===== src/design/fcr_pkg.sv =====
// shared types, codes and constants of the framed command receiver
package fcr_pkg;

    localparam int DEF_MAX_PAYLOAD = 32;

    localparam logic [1:0] OP_BYTE    = 2'd0;
    localparam logic [1:0] OP_TICK    = 2'd1;
    localparam logic [1:0] OP_OVERRUN = 2'd2;

    localparam logic [1:0] KIND_PAYLOAD = 2'd0;
    localparam logic [1:0] KIND_STATUS  = 2'd1;
    localparam logic [1:0] KIND_REPLY   = 2'd2;

    localparam logic CFG_FRAME_TO = 1'b0;
    localparam logic CFG_GAP_TO   = 1'b1;

    localparam logic [7:0] START_BYTE = 8'h53;
    localparam logic [7:0] END_BYTE   = 8'h45;
    localparam logic [7:0] REPLY_HEAD = 8'hFE;
    localparam logic [7:0] REPLY_CSUM = 8'h43;
    localparam logic [7:0] REPLY_TAIL = 8'h00;

    localparam logic [7:0] FRAME_TO_RESET = 8'd200;
    localparam logic [7:0] GAP_TO_RESET   = 8'd20;

    typedef struct packed {
        logic       start;
        logic       reply;
        logic [7:0] len;
    } fcr_burst_t;

    function automatic logic [7:0] sat_inc(input logic [7:0] a);
        return (a == 8'hFF) ? 8'hFF : a + 8'd1;
    endfunction

endpackage


===== src/design/framed_command_receiver.sv =====
// framed command receiver top level: parser, payload store and result sequencer
// an input transfer is taken every cycle while no result burst is being sent
// a good frame's end byte sets the busy register, then the output registers take its first
// result, then one per cycle while out_ready is high (length + 1 results); a checksum reply
// is three results; input is held off while busy, limited by the single store read port
// reset clears parser and sequencer state and loads timeouts 200 and 20; store is not cleared
module framed_command_receiver #(
    parameter int MAX_PAYLOAD = fcr_pkg::DEF_MAX_PAYLOAD
) (
    input  logic       clk,
    input  logic       rst_n,
    input  logic       cfg_we,
    input  logic       cfg_index,
    input  logic [7:0] cfg_data,
    input  logic       in_valid,
    output logic       in_ready,
    input  logic [1:0] op,
    input  logic [7:0] rx_byte,
    output logic       out_valid,
    input  logic       out_ready,
    output logic [1:0] kind,
    output logic [7:0] value,
    output logic       final_res
);
    import fcr_pkg::*;

    localparam int AW = (MAX_PAYLOAD > 1) ? $clog2(MAX_PAYLOAD) : 1;

    logic          accept;
    logic          busy;
    logic          st_we;
    logic [AW-1:0] st_waddr;
    logic [7:0]    st_wdata;
    logic [AW-1:0] rd_addr;
    logic [7:0]    rd_data;
    fcr_burst_t    burst;

    assign in_ready = !busy;
    assign accept   = in_valid && in_ready;

    fcr_parser #(
        .MAX_PAYLOAD(MAX_PAYLOAD)
    ) u_parser (
        .clk      (clk),
        .rst_n    (rst_n),
        .cfg_we   (cfg_we),
        .cfg_index(cfg_index),
        .cfg_data (cfg_data),
        .accept   (accept),
        .op       (op),
        .rx_byte  (rx_byte),
        .st_we    (st_we),
        .st_waddr (st_waddr),
        .st_wdata (st_wdata),
        .burst    (burst)
    );

    fcr_ram #(
        .WIDTH(8),
        .DEPTH(MAX_PAYLOAD)
    ) u_store (
        .clk  (clk),
        .we   (st_we),
        .waddr(st_waddr),
        .wdata(st_wdata),
        .raddr(rd_addr),
        .rdata(rd_data)
    );

    fcr_emitter #(
        .MAX_PAYLOAD(MAX_PAYLOAD)
    ) u_emitter (
        .clk      (clk),
        .rst_n    (rst_n),
        .burst    (burst),
        .rd_addr  (rd_addr),
        .rd_data  (rd_data),
        .busy     (busy),
        .out_valid(out_valid),
        .out_ready(out_ready),
        .kind     (kind),
        .value    (value),
        .final_res(final_res)
    );

endmodule


===== src/design/fcr_ram.sv =====
// generic single-port-write ram with registered read
module fcr_ram #(
    parameter int WIDTH = 8,
    parameter int DEPTH = 32,
    parameter int AW    = (DEPTH > 1) ? $clog2(DEPTH) : 1
) (
    input  logic             clk,
    input  logic             we,
    input  logic [AW-1:0]    waddr,
    input  logic [WIDTH-1:0] wdata,
    input  logic [AW-1:0]    raddr,
    output logic [WIDTH-1:0] rdata
);

    logic [WIDTH-1:0] mem [DEPTH];
    logic [WIDTH-1:0] rdata_reg;

    always_ff @(posedge clk)
    begin
        if (we)
        begin
            mem[waddr] <= wdata;
        end
        rdata_reg <= mem[raddr];
    end

    assign rdata = rdata_reg;

endmodule


===== src/design/fcr_parser.sv =====
// frame parser: position tracking, checksum, timeouts and timeout registers
module fcr_parser #(
    parameter int MAX_PAYLOAD = fcr_pkg::DEF_MAX_PAYLOAD,
    parameter int AW          = (MAX_PAYLOAD > 1) ? $clog2(MAX_PAYLOAD) : 1
) (
    input  logic               clk,
    input  logic               rst_n,
    input  logic               cfg_we,
    input  logic               cfg_index,
    input  logic [7:0]         cfg_data,
    input  logic               accept,
    input  logic [1:0]         op,
    input  logic [7:0]         rx_byte,
    output logic               st_we,
    output logic [AW-1:0]      st_waddr,
    output logic [7:0]         st_wdata,
    output fcr_pkg::fcr_burst_t burst
);
    import fcr_pkg::*;

    localparam int POS_W = $clog2(MAX_PAYLOAD + 4);
    localparam int LEN_W = $clog2(MAX_PAYLOAD + 1);
    localparam logic [7:0] MAX_LEN = 8'(MAX_PAYLOAD);

    logic [POS_W-1:0] pos_reg, pos_next;
    logic [LEN_W-1:0] exp_len_reg, exp_len_next;
    logic [7:0]       run_sum_reg, run_sum_next;
    logic [7:0]       snd_sum_reg, snd_sum_next;
    logic [7:0]       frame_age_reg, frame_age_next;
    logic [7:0]       gap_age_reg, gap_age_next;
    logic [7:0]       frame_to_reg, frame_to_next;
    logic [7:0]       gap_to_reg, gap_to_next;
    logic [POS_W-1:0] pay_idx;
    logic [POS_W-1:0] exp_len_ext;
    logic [7:0]       frame_age_inc;
    logic [7:0]       gap_age_inc;

    assign pay_idx       = pos_reg - POS_W'(2);
    assign exp_len_ext   = POS_W'(exp_len_reg);
    assign frame_age_inc = sat_inc(frame_age_reg);
    assign gap_age_inc   = sat_inc(gap_age_reg);
    assign st_waddr      = pay_idx[AW-1:0];
    assign st_wdata      = rx_byte;

    always_comb
    begin
        frame_to_next = frame_to_reg;
        gap_to_next   = gap_to_reg;
        if (cfg_we)
        begin
            case (cfg_index)
                CFG_FRAME_TO: frame_to_next = cfg_data;
                CFG_GAP_TO:   gap_to_next   = cfg_data;
                default:      ;
            endcase
        end
    end

    always_comb
    begin
        pos_next       = pos_reg;
        exp_len_next   = exp_len_reg;
        run_sum_next   = run_sum_reg;
        snd_sum_next   = snd_sum_reg;
        frame_age_next = frame_age_reg;
        gap_age_next   = gap_age_reg;
        st_we          = 1'b0;
        burst          = '0;
        if (accept)
        begin
            case (op)
                OP_OVERRUN:
                begin
                    pos_next       = '0;
                    frame_age_next = '0;
                    gap_age_next   = '0;
                end
                OP_TICK:
                begin
                    if (pos_reg != '0)
                    begin
                        frame_age_next = frame_age_inc;
                        gap_age_next   = gap_age_inc;
                        if ((frame_age_inc > frame_to_reg) || (gap_age_inc > gap_to_reg))
                        begin
                            pos_next       = '0;
                            frame_age_next = '0;
                            gap_age_next   = '0;
                        end
                    end
                end
                OP_BYTE:
                begin
                    gap_age_next = '0;
                    if (pos_reg == '0)
                    begin
                        if (rx_byte == START_BYTE)
                        begin
                            pos_next       = POS_W'(1);
                            frame_age_next = '0;
                        end
                    end
                    else if (pos_reg == POS_W'(1))
                    begin
                        if (rx_byte > MAX_LEN)
                        begin
                            pos_next       = '0;
                            frame_age_next = '0;
                        end
                        else
                        begin
                            exp_len_next = rx_byte[LEN_W-1:0];
                            run_sum_next = '0;
                            pos_next     = POS_W'(2);
                        end
                    end
                    else if (pay_idx < exp_len_ext)
                    begin
                        st_we        = 1'b1;
                        run_sum_next = run_sum_reg + rx_byte;
                        pos_next     = pos_reg + POS_W'(1);
                    end
                    else if (pay_idx == exp_len_ext)
                    begin
                        snd_sum_next = rx_byte;
                        pos_next     = pos_reg + POS_W'(1);
                    end
                    else
                    begin
                        // end byte phase: checksum decides the reply
                        if (rx_byte == END_BYTE)
                        begin
                            burst.start = 1'b1;
                            burst.reply = (run_sum_reg != snd_sum_reg);
                            burst.len   = 8'(exp_len_reg);
                        end
                        pos_next       = '0;
                        frame_age_next = '0;
                    end
                end
                default: ;
            endcase
        end
    end

    always_ff @(posedge clk or negedge rst_n)
    begin
        if (!rst_n)
        begin
            pos_reg       <= '0;
            exp_len_reg   <= '0;
            run_sum_reg   <= '0;
            snd_sum_reg   <= '0;
            frame_age_reg <= '0;
            gap_age_reg   <= '0;
            frame_to_reg  <= FRAME_TO_RESET;
            gap_to_reg    <= GAP_TO_RESET;
        end
        else
        begin
            pos_reg       <= pos_next;
            exp_len_reg   <= exp_len_next;
            run_sum_reg   <= run_sum_next;
            snd_sum_reg   <= snd_sum_next;
            frame_age_reg <= frame_age_next;
            gap_age_reg   <= gap_age_next;
            frame_to_reg  <= frame_to_next;
            gap_to_reg    <= gap_to_next;
        end
    end

endmodule


===== src/design/fcr_emitter.sv =====
// result sequencer: plays back the payload store or the checksum reply
module fcr_emitter #(
    parameter int MAX_PAYLOAD = fcr_pkg::DEF_MAX_PAYLOAD,
    parameter int AW          = (MAX_PAYLOAD > 1) ? $clog2(MAX_PAYLOAD) : 1
) (
    input  logic               clk,
    input  logic               rst_n,
    input  fcr_pkg::fcr_burst_t burst,
    output logic [AW-1:0]      rd_addr,
    input  logic [7:0]         rd_data,
    output logic               busy,
    output logic               out_valid,
    input  logic               out_ready,
    output logic [1:0]         kind,
    output logic [7:0]         value,
    output logic               final_res
);
    import fcr_pkg::*;

    localparam int CNT_W = ($clog2(MAX_PAYLOAD + 1) > 2) ? $clog2(MAX_PAYLOAD + 1) : 2;

    logic             busy_reg, busy_next;
    logic             reply_reg, reply_next;
    logic [CNT_W-1:0] len_reg, len_next;
    logic [CNT_W-1:0] idx_reg, idx_next;
    logic             out_valid_reg, out_valid_next;
    logic [1:0]       kind_reg, kind_next;
    logic [7:0]       value_reg, value_next;
    logic             final_reg, final_next;
    logic             load;

    assign load = busy_reg && (!out_valid_reg || out_ready);

    always_comb
    begin
        busy_next      = busy_reg;
        reply_next     = reply_reg;
        len_next       = len_reg;
        idx_next       = idx_reg;
        out_valid_next = out_valid_reg;
        kind_next      = kind_reg;
        value_next     = value_reg;
        final_next     = final_reg;
        if (out_valid_reg && out_ready)
        begin
            out_valid_next = 1'b0;
        end
        if (load)
        begin
            out_valid_next = 1'b1;
            idx_next       = idx_reg + CNT_W'(1);
            if (reply_reg)
            begin
                kind_next = KIND_REPLY;
                case (idx_reg)
                    CNT_W'(0):
                    begin
                        value_next = REPLY_HEAD;
                        final_next = 1'b0;
                    end
                    CNT_W'(1):
                    begin
                        value_next = REPLY_CSUM;
                        final_next = 1'b0;
                    end
                    default:
                    begin
                        value_next = REPLY_TAIL;
                        final_next = 1'b1;
                        busy_next  = 1'b0;
                    end
                endcase
            end
            else if (idx_reg < len_reg)
            begin
                kind_next  = KIND_PAYLOAD;
                value_next = rd_data;
                final_next = 1'b0;
            end
            else
            begin
                kind_next  = KIND_STATUS;
                value_next = 8'(len_reg);
                final_next = 1'b1;
                busy_next  = 1'b0;
            end
        end
        if (burst.start)
        begin
            busy_next  = 1'b1;
            reply_next = burst.reply;
            len_next   = CNT_W'(burst.len);
            idx_next   = '0;
        end
    end

    // read address follows the next index so the data lines up with idx_reg
    assign rd_addr = idx_next[AW-1:0];

    always_ff @(posedge clk or negedge rst_n)
    begin
        if (!rst_n)
        begin
            busy_reg      <= 1'b0;
            reply_reg     <= 1'b0;
            len_reg       <= '0;
            idx_reg       <= '0;
            out_valid_reg <= 1'b0;
        end
        else
        begin
            busy_reg      <= busy_next;
            reply_reg     <= reply_next;
            len_reg       <= len_next;
            idx_reg       <= idx_next;
            out_valid_reg <= out_valid_next;
        end
    end

    always_ff @(posedge clk)
    begin
        kind_reg  <= kind_next;
        value_reg <= value_next;
        final_reg <= final_next;
    end

    assign busy      = busy_reg;
    assign out_valid = out_valid_reg;
    assign kind      = kind_reg;
    assign value     = value_reg;
    assign final_res = final_reg;

endmodule


===== config.mk =====
export PLATFORM = sky130hd
export DESIGN_NAME = framed_command_receiver
export DESIGN_NICKNAME = d
export VERILOG_FILES = /design/src/design/fcr_pkg.sv /design/src/design/framed_command_receiver.sv /design/src/design/fcr_ram.sv /design/src/design/fcr_parser.sv /design/src/design/fcr_emitter.sv
export SDC_FILE = /design/constraint.sdc
export NUM_CORES = 1
export LEC_CHECK = 0
export ABC_AREA = 1
export BUFFER_PORTS_ARGS = -buffer_cell sky130_fd_sc_hd__buf_2
export CAP_MARGIN = 20
export CORE_ASPECT_RATIO = 2
export CORE_MARGIN = 1
export CORE_UTILIZATION = 40
export DETAILED_ROUTE_END_ITERATION = 7
export HOLD_SLACK_MARGIN = 0.02
export PLACE_DENSITY = 0.54
export SLEW_MARGIN = 15
export SYNTH_ARGS = -nofsm -noshare
export SYNTH_HDL_FRONTEND = slang
export SYNTH_HIERARCHICAL = 1
export SYNTH_SLANG_ARGS = --single-unit

===== constraint.sdc =====
create_clock -name clk -period 3.7 [get_ports clk]
set_input_delay 0.74 -clock clk [delete_from_list [all_inputs] [get_ports clk]]
set_output_delay 0.74 -clock clk [all_outputs]
set_load 0.02 [all_outputs]

==> results by group, run 1 <==
Timing
  – Final hold viol count: 0
  – Setup ws final: 145 ps
  – Hold WS: 237 ps
  – Worst Clk Skew: 19.1 ps
  – Setup TNS: 0 ps
  – Tightest Pin Transition: 818 ps
  – Final Critical Period: 3560 ps
  – FMAX: 0.281 GHz
  – Slew HR: 0.455
  – # setup viols final: 0
  – Crit share post-route: 0.961
  – Max Slew Vio Count: 0
  – Unrepaired setup endpoints after global routing: true

GRT
  – Vias in the first global route: 11,800
  – Largest net degree at the start of global routing: 78
  – Top Usage Layer GRT: met2
  – GR Util All Layers: 0.207
  – Grt ovf: 0
  – Met2 Usage GRT: 0.441
  – First-pass GRT wire length: 65,700 um
  – M3 GR Usage: 0.0175
  – Initial antenna violation count: 0
  – GRT met1 Usage: 0.192

Route
  – Via count: 11,500
  – Initial DRC count: 530
  – Routed WL: 44,500 um
  – Final ANT Viol Nets: 0
  – TritonRoute pass-1 iters: 7
  – Residual DRC: 0
  – Wire length per cell: 19.5 um
  – Vias per inst: 5.05

Placement
  – Port Buffers: 36
  – DP HPWL: 29,700 um
  – Place WS: 39.1 ps
  – Routability cong.: 0.866
  – Placed Area: 17,500 sq um

Die
  – DIE AREA: 42,100 sq um
  – Starting Density: 0.404
  – Row cnt: 105
  – Core box area: 40,900 sq um
  – Die Width: 146 um
  – Io pins: 37
  – DIE HEIGHT: 289 um

CTS
  – H-tree Lvls: 1
  – Clock latency at the later pin of the worst-skew pair: 590 ps
  – TritonCTS clock tree: done
  – CTS root buf: clkbuf_16
  – Hold buffers post-CTS: 0
  – Clk slew on worst S/H paths: 70 ps
  – Clock sink total: 350
  – Num CTS Buffers: 31
  – Maximum buffer depth of the clock tree: 3

Synth
  – Ys Warns: 6
  – Syn_nets: 1,711
  – Avg Inst Size Synth: 10.1 sq um
  – Mapped cell area: 16,500 sq um
  – Cells after Synth: 1,642

Worst setup path
  – CP required: 4240 ps
  – Crit path DAT: 4100 ps
  – Crit. End Element: flip-flop
  – CP max FO: 19
  – Critical path launch point type: flip-flop
  – Crit path kind: flip-flop to flip-flop

Layout
  – Max reg flops: 256
  – Synthesis-to-finish area growth: 13.1%
  – Top reg by flops: u_store/mem
  – Layout cell share with drive strength beyond 1: 0.137
  – Nets: 1,793
  – N_diodes: 0
  – Design area: 18,700 sq um
  – Fillers: 3,865
  – Final core area utilization: 0.457

Worst hold path
  – Worst Hold Class: input pin to asynchronous set/reset pin

Job
  – Max Cap Violations: 0

Power and ir drop
  – Leakage power: 7.88 nW
  – VDD IR-drop max: 405 uV
  – PwrDens: 467 nW/um^2

Outcome
  – Status: finished, final reports clean
worst paths after layout:
check	start	endpoint	slack, ps	cells past startpoint
hold / removal	rst_n	u_parser/run_sum_reg[3]	240	1
setup reg to reg	u_parser/pos_reg[1]	u_store/rdata[0]	140	26
hold reg to reg	u_parser/exp_len_ext[3]	u_parser/exp_len_ext[3]	480	2
setup / recovery	u_parser/pos_reg[1]	u_store/rdata[0]	140	26
min in group clk	cfg_data[4]	u_parser/gap_to_reg[4]	430	3
max in group asynchronous	rst_n	u_parser/frame_to_reg[6]	2710	2
per-layer routing:
metal | routed length, um | up-vias
met5 | 0 | -
met4 | 1940 | 0
met3 | 1320 | 93
met2 | 26500 | 245
met1 | 14700 | 5524
li1 | - | 5663
power breakdown:
| part | leakage [nW] | internal (mW) | total, mW | switching [mW] |
|---|---|---|---|---|
| logic | 3.96 | 0.367 | 1.13 | 0.766 |
| registers | 3.43 | 4.30 | 4.36 | 0.0576 |
| clock network | 0.489 | 1.76 | 3.23 | 1.47 |
| total | 7.88 | 6.43 | 8.73 | 2.29 |
through the flow:
stage | cells | total power [mW]
detailed placement | 2217 | 5.51
CTS | 2274 | 8.76
global placement | 2217 | 5.50
global route | 2283 | 9.07
finish | 2283 | 8.73
floorplan | 1642 | 5.20
worst max-delay path, cell delays in order, from the launching register on:
cell and delay [ps]:
dfrtp_1 410, inv_1 90, ha_2 190, nand3_1 100, xor2_1 160, ha_1 290, nand2_1 110, inv_1 50
nand2_1 70, nand3_2 120, nand2_2 110, inv_2 70, nand2_4 110, inv_1 60, inv_1 90, o21ai_1 100
nor2_4 280, buf_4 220, clkbuf_16 210, nand2_1 60, nand3_1 70, nand3_1 190, nand2_1 150, nand2_1 60
nand2_1 50, nand2_1 40, nand2_1 60
cells in the final DEF, fill, tap and decap left out, types with 7 or more instances in the layout:
master	n
inv_1	111
ha_1	43
nor2_4	7
nand2_2	12
inv_2	9
nand3_1	249
nand3b_1	8
clkinv_1	8
xor2_1	17
o21ai_0	39
nand4_1	7
buf_12	7
dfrtp_1	70
o21ai_1	24
a21oi_1	11
nand2_1	545
buf_2	35
dfxtp_1	8
clkbuf_16	35
edfxtp_1	267
nor2_1	72
buf_4	73
layout make-up:
| class | count | area, sq um | area share |
|---|---|---|---|
| clock buffers | 35 | 791 | 0.0423 |
| repair buffers | 121 | 1000 | 0.0537 |
| clock inverters | 22 | 210 | 0.0113 |
| inverters | 122 | 463 | 0.0248 |
| multi-input cells | 1098 | 5480 | 0.293 |
| well taps | 535 | 669 | 0.0358 |
| flip-flops and latches | 350 | 10100 | 0.539 |
what timing repair did:
item / CTS / global route
hold endpoints to repair: 0 / 0
gates resized for setup: 0 / 10
setup buffers: 0 / 4
endpoints found under the setup margin: 0 / 8
No activity file was read; power rests on OpenSTA's default activity.
==> run 2: changes to the inputs <==
ABC_AREA = not set   (was 1)
==> results by group, run 2 <==
Route
  – Routed WL: 37,700 um (was 44,500 um)
  – TritonRoute pass-1 iters: 5 (was 7)
  – Wire length per cell: 22.8 um (was 19.5 um)
  – Residual DRC: 0 (unchanged)
  – Via count: 8,753 (was 11,500)
  – Initial DRC count: 431 (was 530)
  – Final ANT Viol Nets: 0 (unchanged)
  – Vias per inst: 5.29 (was 5.05)

GRT
  – Initial antenna violation count: 0 (unchanged)
  – Vias in the first global route: 9,401 (was 11,800)
  – First-pass GRT wire length: 57,200 um (was 65,700 um)
  – Grt ovf: 0 (unchanged)
  – Largest net degree at the start of global routing: 64 (was 78)
  – GR Util All Layers: 0.197 (was 0.207)

Power and ir drop
  – Clock Power Share: 0.324 (was 0.370)
  – Net Sw Power: 2.63 mW (was 2.29 mW)
  – Leakage power: 6.71 nW (was 7.88 nW)
  – Combinational share of power: 0.217 (was 0.130)
  – PwrDens: 538 nW/um^2 (was 467 nW/um^2)
  – P_int: 7.22 mW (was 6.43 mW)
  – Flop pwr share: 0.459 (was 0.500)
  – VDD IR-drop max: 330 uV (was 405 uV)
  – Switching share of power: 0.267 (was 0.263)

Placement
  – Routability cong.: 0.797 (was 0.866)
  – Post-Place Cells: 1,591 (was 2,217)
  – DP HPWL: 27,300 um (was 29,700 um)
  – Port Buffers: 36 (unchanged)

Layout
  – Nets: 1,187 (was 1,793)
  – Max reg flops: 256 (unchanged)
  – Commonest non-fill, non-tap cell in the layout: edfxtp_1 (was nand2_1)
  – Synthesis-to-finish area growth: 17.6% (was 13.1%)
  – Top reg by flops: u_store/mem (unchanged)
  – Finished Layout Cells: 1,656 (was 2,283)
  – N_diodes: 0 (unchanged)
  – Commonest non-fill, non-tap cells in the layout: edfxtp_1 (267), buf_4 (97), mux4_2 (80) (was nand2_1 (545), edfxtp_1 (267), nand3_1 (249))
  – Fillers: 3,292 (was 3,865)
  – Layout cell share with drive strength beyond 1: 0.310 (was 0.137)
  – Final core area utilization: 0.480 (was 0.457)

Worst setup path
  – Reg2Reg Setup Slack: -70 ps (was 140 ps)
  – CP Buf/Inv Count: 3 (was 7)
  – Critical path launch point type: flip-flop (unchanged)
  – Reg-to-Reg Start: u_parser/pos_reg[2] (was u_parser/pos_reg[1])
  – CP required: 4160 ps (was 4240 ps)
  – Worst path slowest cell: mux4_2 (was dfrtp_1)
  – Reg2reg path depth: 14 (was 26)
  – CP Depth: 14 (was 26)
  – Crit path largest cell delay: 550 ps (was 410 ps)
  – Sequence of cells on the critical path: inv_2 -> ha_4 -> xor2_4 -> ha_4 -> a211oi_1 -> nor2_2 -> o31ai_4 -> nor3_4 -> nor2_4 -> buf_12 -> clkbuf_16 -> mux4_2 -> mux4_2 -> mux2_4
  – Crit path kind: flip-flop to flip-flop (unchanged)
  – CP top delay family: multiplexers (was simple AND/OR/NAND/NOR gates)
  – CP max FO: 11 (was 19)
  – Crit. End Element: flip-flop (unchanged)
  – Crit path DAT: 4220 ps (was 4100 ps)
  – Worst R2R End: u_store/rdata[5] (was u_store/rdata[0])

CTS
  – Num CTS Buffers: 31 (unchanged)
  – H-tree Lvls: 1 (unchanged)
  – Clk slew on worst S/H paths: 70 ps (about the same)
  – Hold buffers post-CTS: 0 (unchanged)
  – TritonCTS clock tree: done (unchanged)
  – Maximum buffer depth of the clock tree: 3 (unchanged)
  – Clock latency at the later pin of the worst-skew pair: 580 ps (was 590 ps)
  – CTS root buf: clkbuf_16 (unchanged)
  – Clock sink total: 350 (unchanged)

Timing
  – Slew HR: 0.284 (was 0.455)
  – Crit share post-route: 1.02 (was 0.961)
  – # setup viols final: 8 (was 0)
  – Final hold viol count: 0 (unchanged)
  – FMAX: 0.266 GHz (was 0.281 GHz)
  – Final Critical Period: 3770 ps (was 3560 ps)
  – Worst Clk Skew: 19.9 ps (was 19.1 ps)
  – Tightest Pin Transition: 1060 ps (was 818 ps)
  – Unrepaired setup endpoints after global routing: true (unchanged)
  – Max Slew Vio Count: 0 (unchanged)
  – Setup ws final: -65.9 ps (was 145 ps)

Outcome
  – Failing checks: negative setup slack
  – Status: finished with violations (was finished, final reports clean)

Die
  – Starting Density: 0.408 (was 0.404)
  – Core box area: 38,200 sq um (was 40,900 sq um)
  – Io pins: 37 (unchanged)
  – Die Width: 142 um (was 146 um)
  – Row cnt: 101 (was 105)
  – DIE HEIGHT: 281 um (was 289 um)
  – DIE AREA: 39,800 sq um (was 42,100 sq um)

Synth
  – Ys Warns: 6 (unchanged)
  – Avg Inst Size Synth: 15.8 sq um (was 10.1 sq um)
  – Syn_nets: 1,053 (was 1,711)
  – Cells after Synth: 984 (was 1,642)
  – Mapped cell area: 15,600 sq um (was 16,500 sq um)

Job
  – Max Cap Violations: 0 (unchanged)

Worst hold path
  – Worst Hold Class: input pin to asynchronous set/reset pin (unchanged)
## run 2: metrics by stage
stage / power (mW) / area [sq um] / worst slack [ps] / hold WS (ps) / setup TNS (ps)
finish: 9.85 / 18300 / -65.9 / 248 / -421
global route: 10.3 / 18300 / -224 / 296 / -1670
CTS: 9.90 / 18200 / -112 / 292 / -707
detailed placement: 6.67 / 17100 / -151 / 476 / -918
global placement: 6.64 / 17100 / -134 / 469 / -686
floorplan: 6.01 / 15800 / -274 / 444 / -2190
## run 2: what timing repair did
item                                    CTS  global route
pin swaps                                 1             3
setup buffers                             2             4
endpoints found under the setup margin    8           118
cloned                                    1             2
resized for setup                         8             8
## run 2: area by class of cell
class | instances | area, sq um | area share
flip-flops and latches | 350 | 10100 | 0.549
multi-input cells | 531 | 5180 | 0.283
well taps | 515 | 644 | 0.0352
clock buffers | 41 | 813 | 0.0444
clock inverters | 15 | 163 | 0.00888
inverters | 56 | 210 | 0.0115
repair buffers | 148 | 1240 | 0.0678
## run 2: power groups by stage
stage / Combinational [mW] / Clock [mW] / Sequential [mW]
floorplan: 1.46 / 0 / 4.56
detailed placement: 2.06 / 0 / 4.61
global route: 2.33 / 3.41 / 4.54
global placement: 2.03 / 0 / 4.61
CTS: 2.11 / 3.27 / 4.52
finish: 2.14 / 3.19 / 4.52
## run 2: worst max-delay path by stage
stage                         from               end
2_1_floorplan  u_parser/pos_reg[1]  u_store/rdata[0]
3_3_place_gp   u_parser/pos_reg[2]  u_store/rdata[0]
3_5_place_dp   u_parser/pos_reg[2]  u_store/rdata[0]
4_1_cts        u_parser/pos_reg[2]  u_store/rdata[4]
5_1_grt        u_parser/pos_reg[2]  u_store/rdata[4]
6_report       u_parser/pos_reg[2]  u_store/rdata[5]
## run 2: layer usage
layer,vias up,part of all wire,global-route usage
met2,156,0.59,0.404
li1,4053,-,-
met1,4473,0.34,0.195
met3,71,0.024,0.0150
met5,-,0,0
met4,0,0.044,0.0893
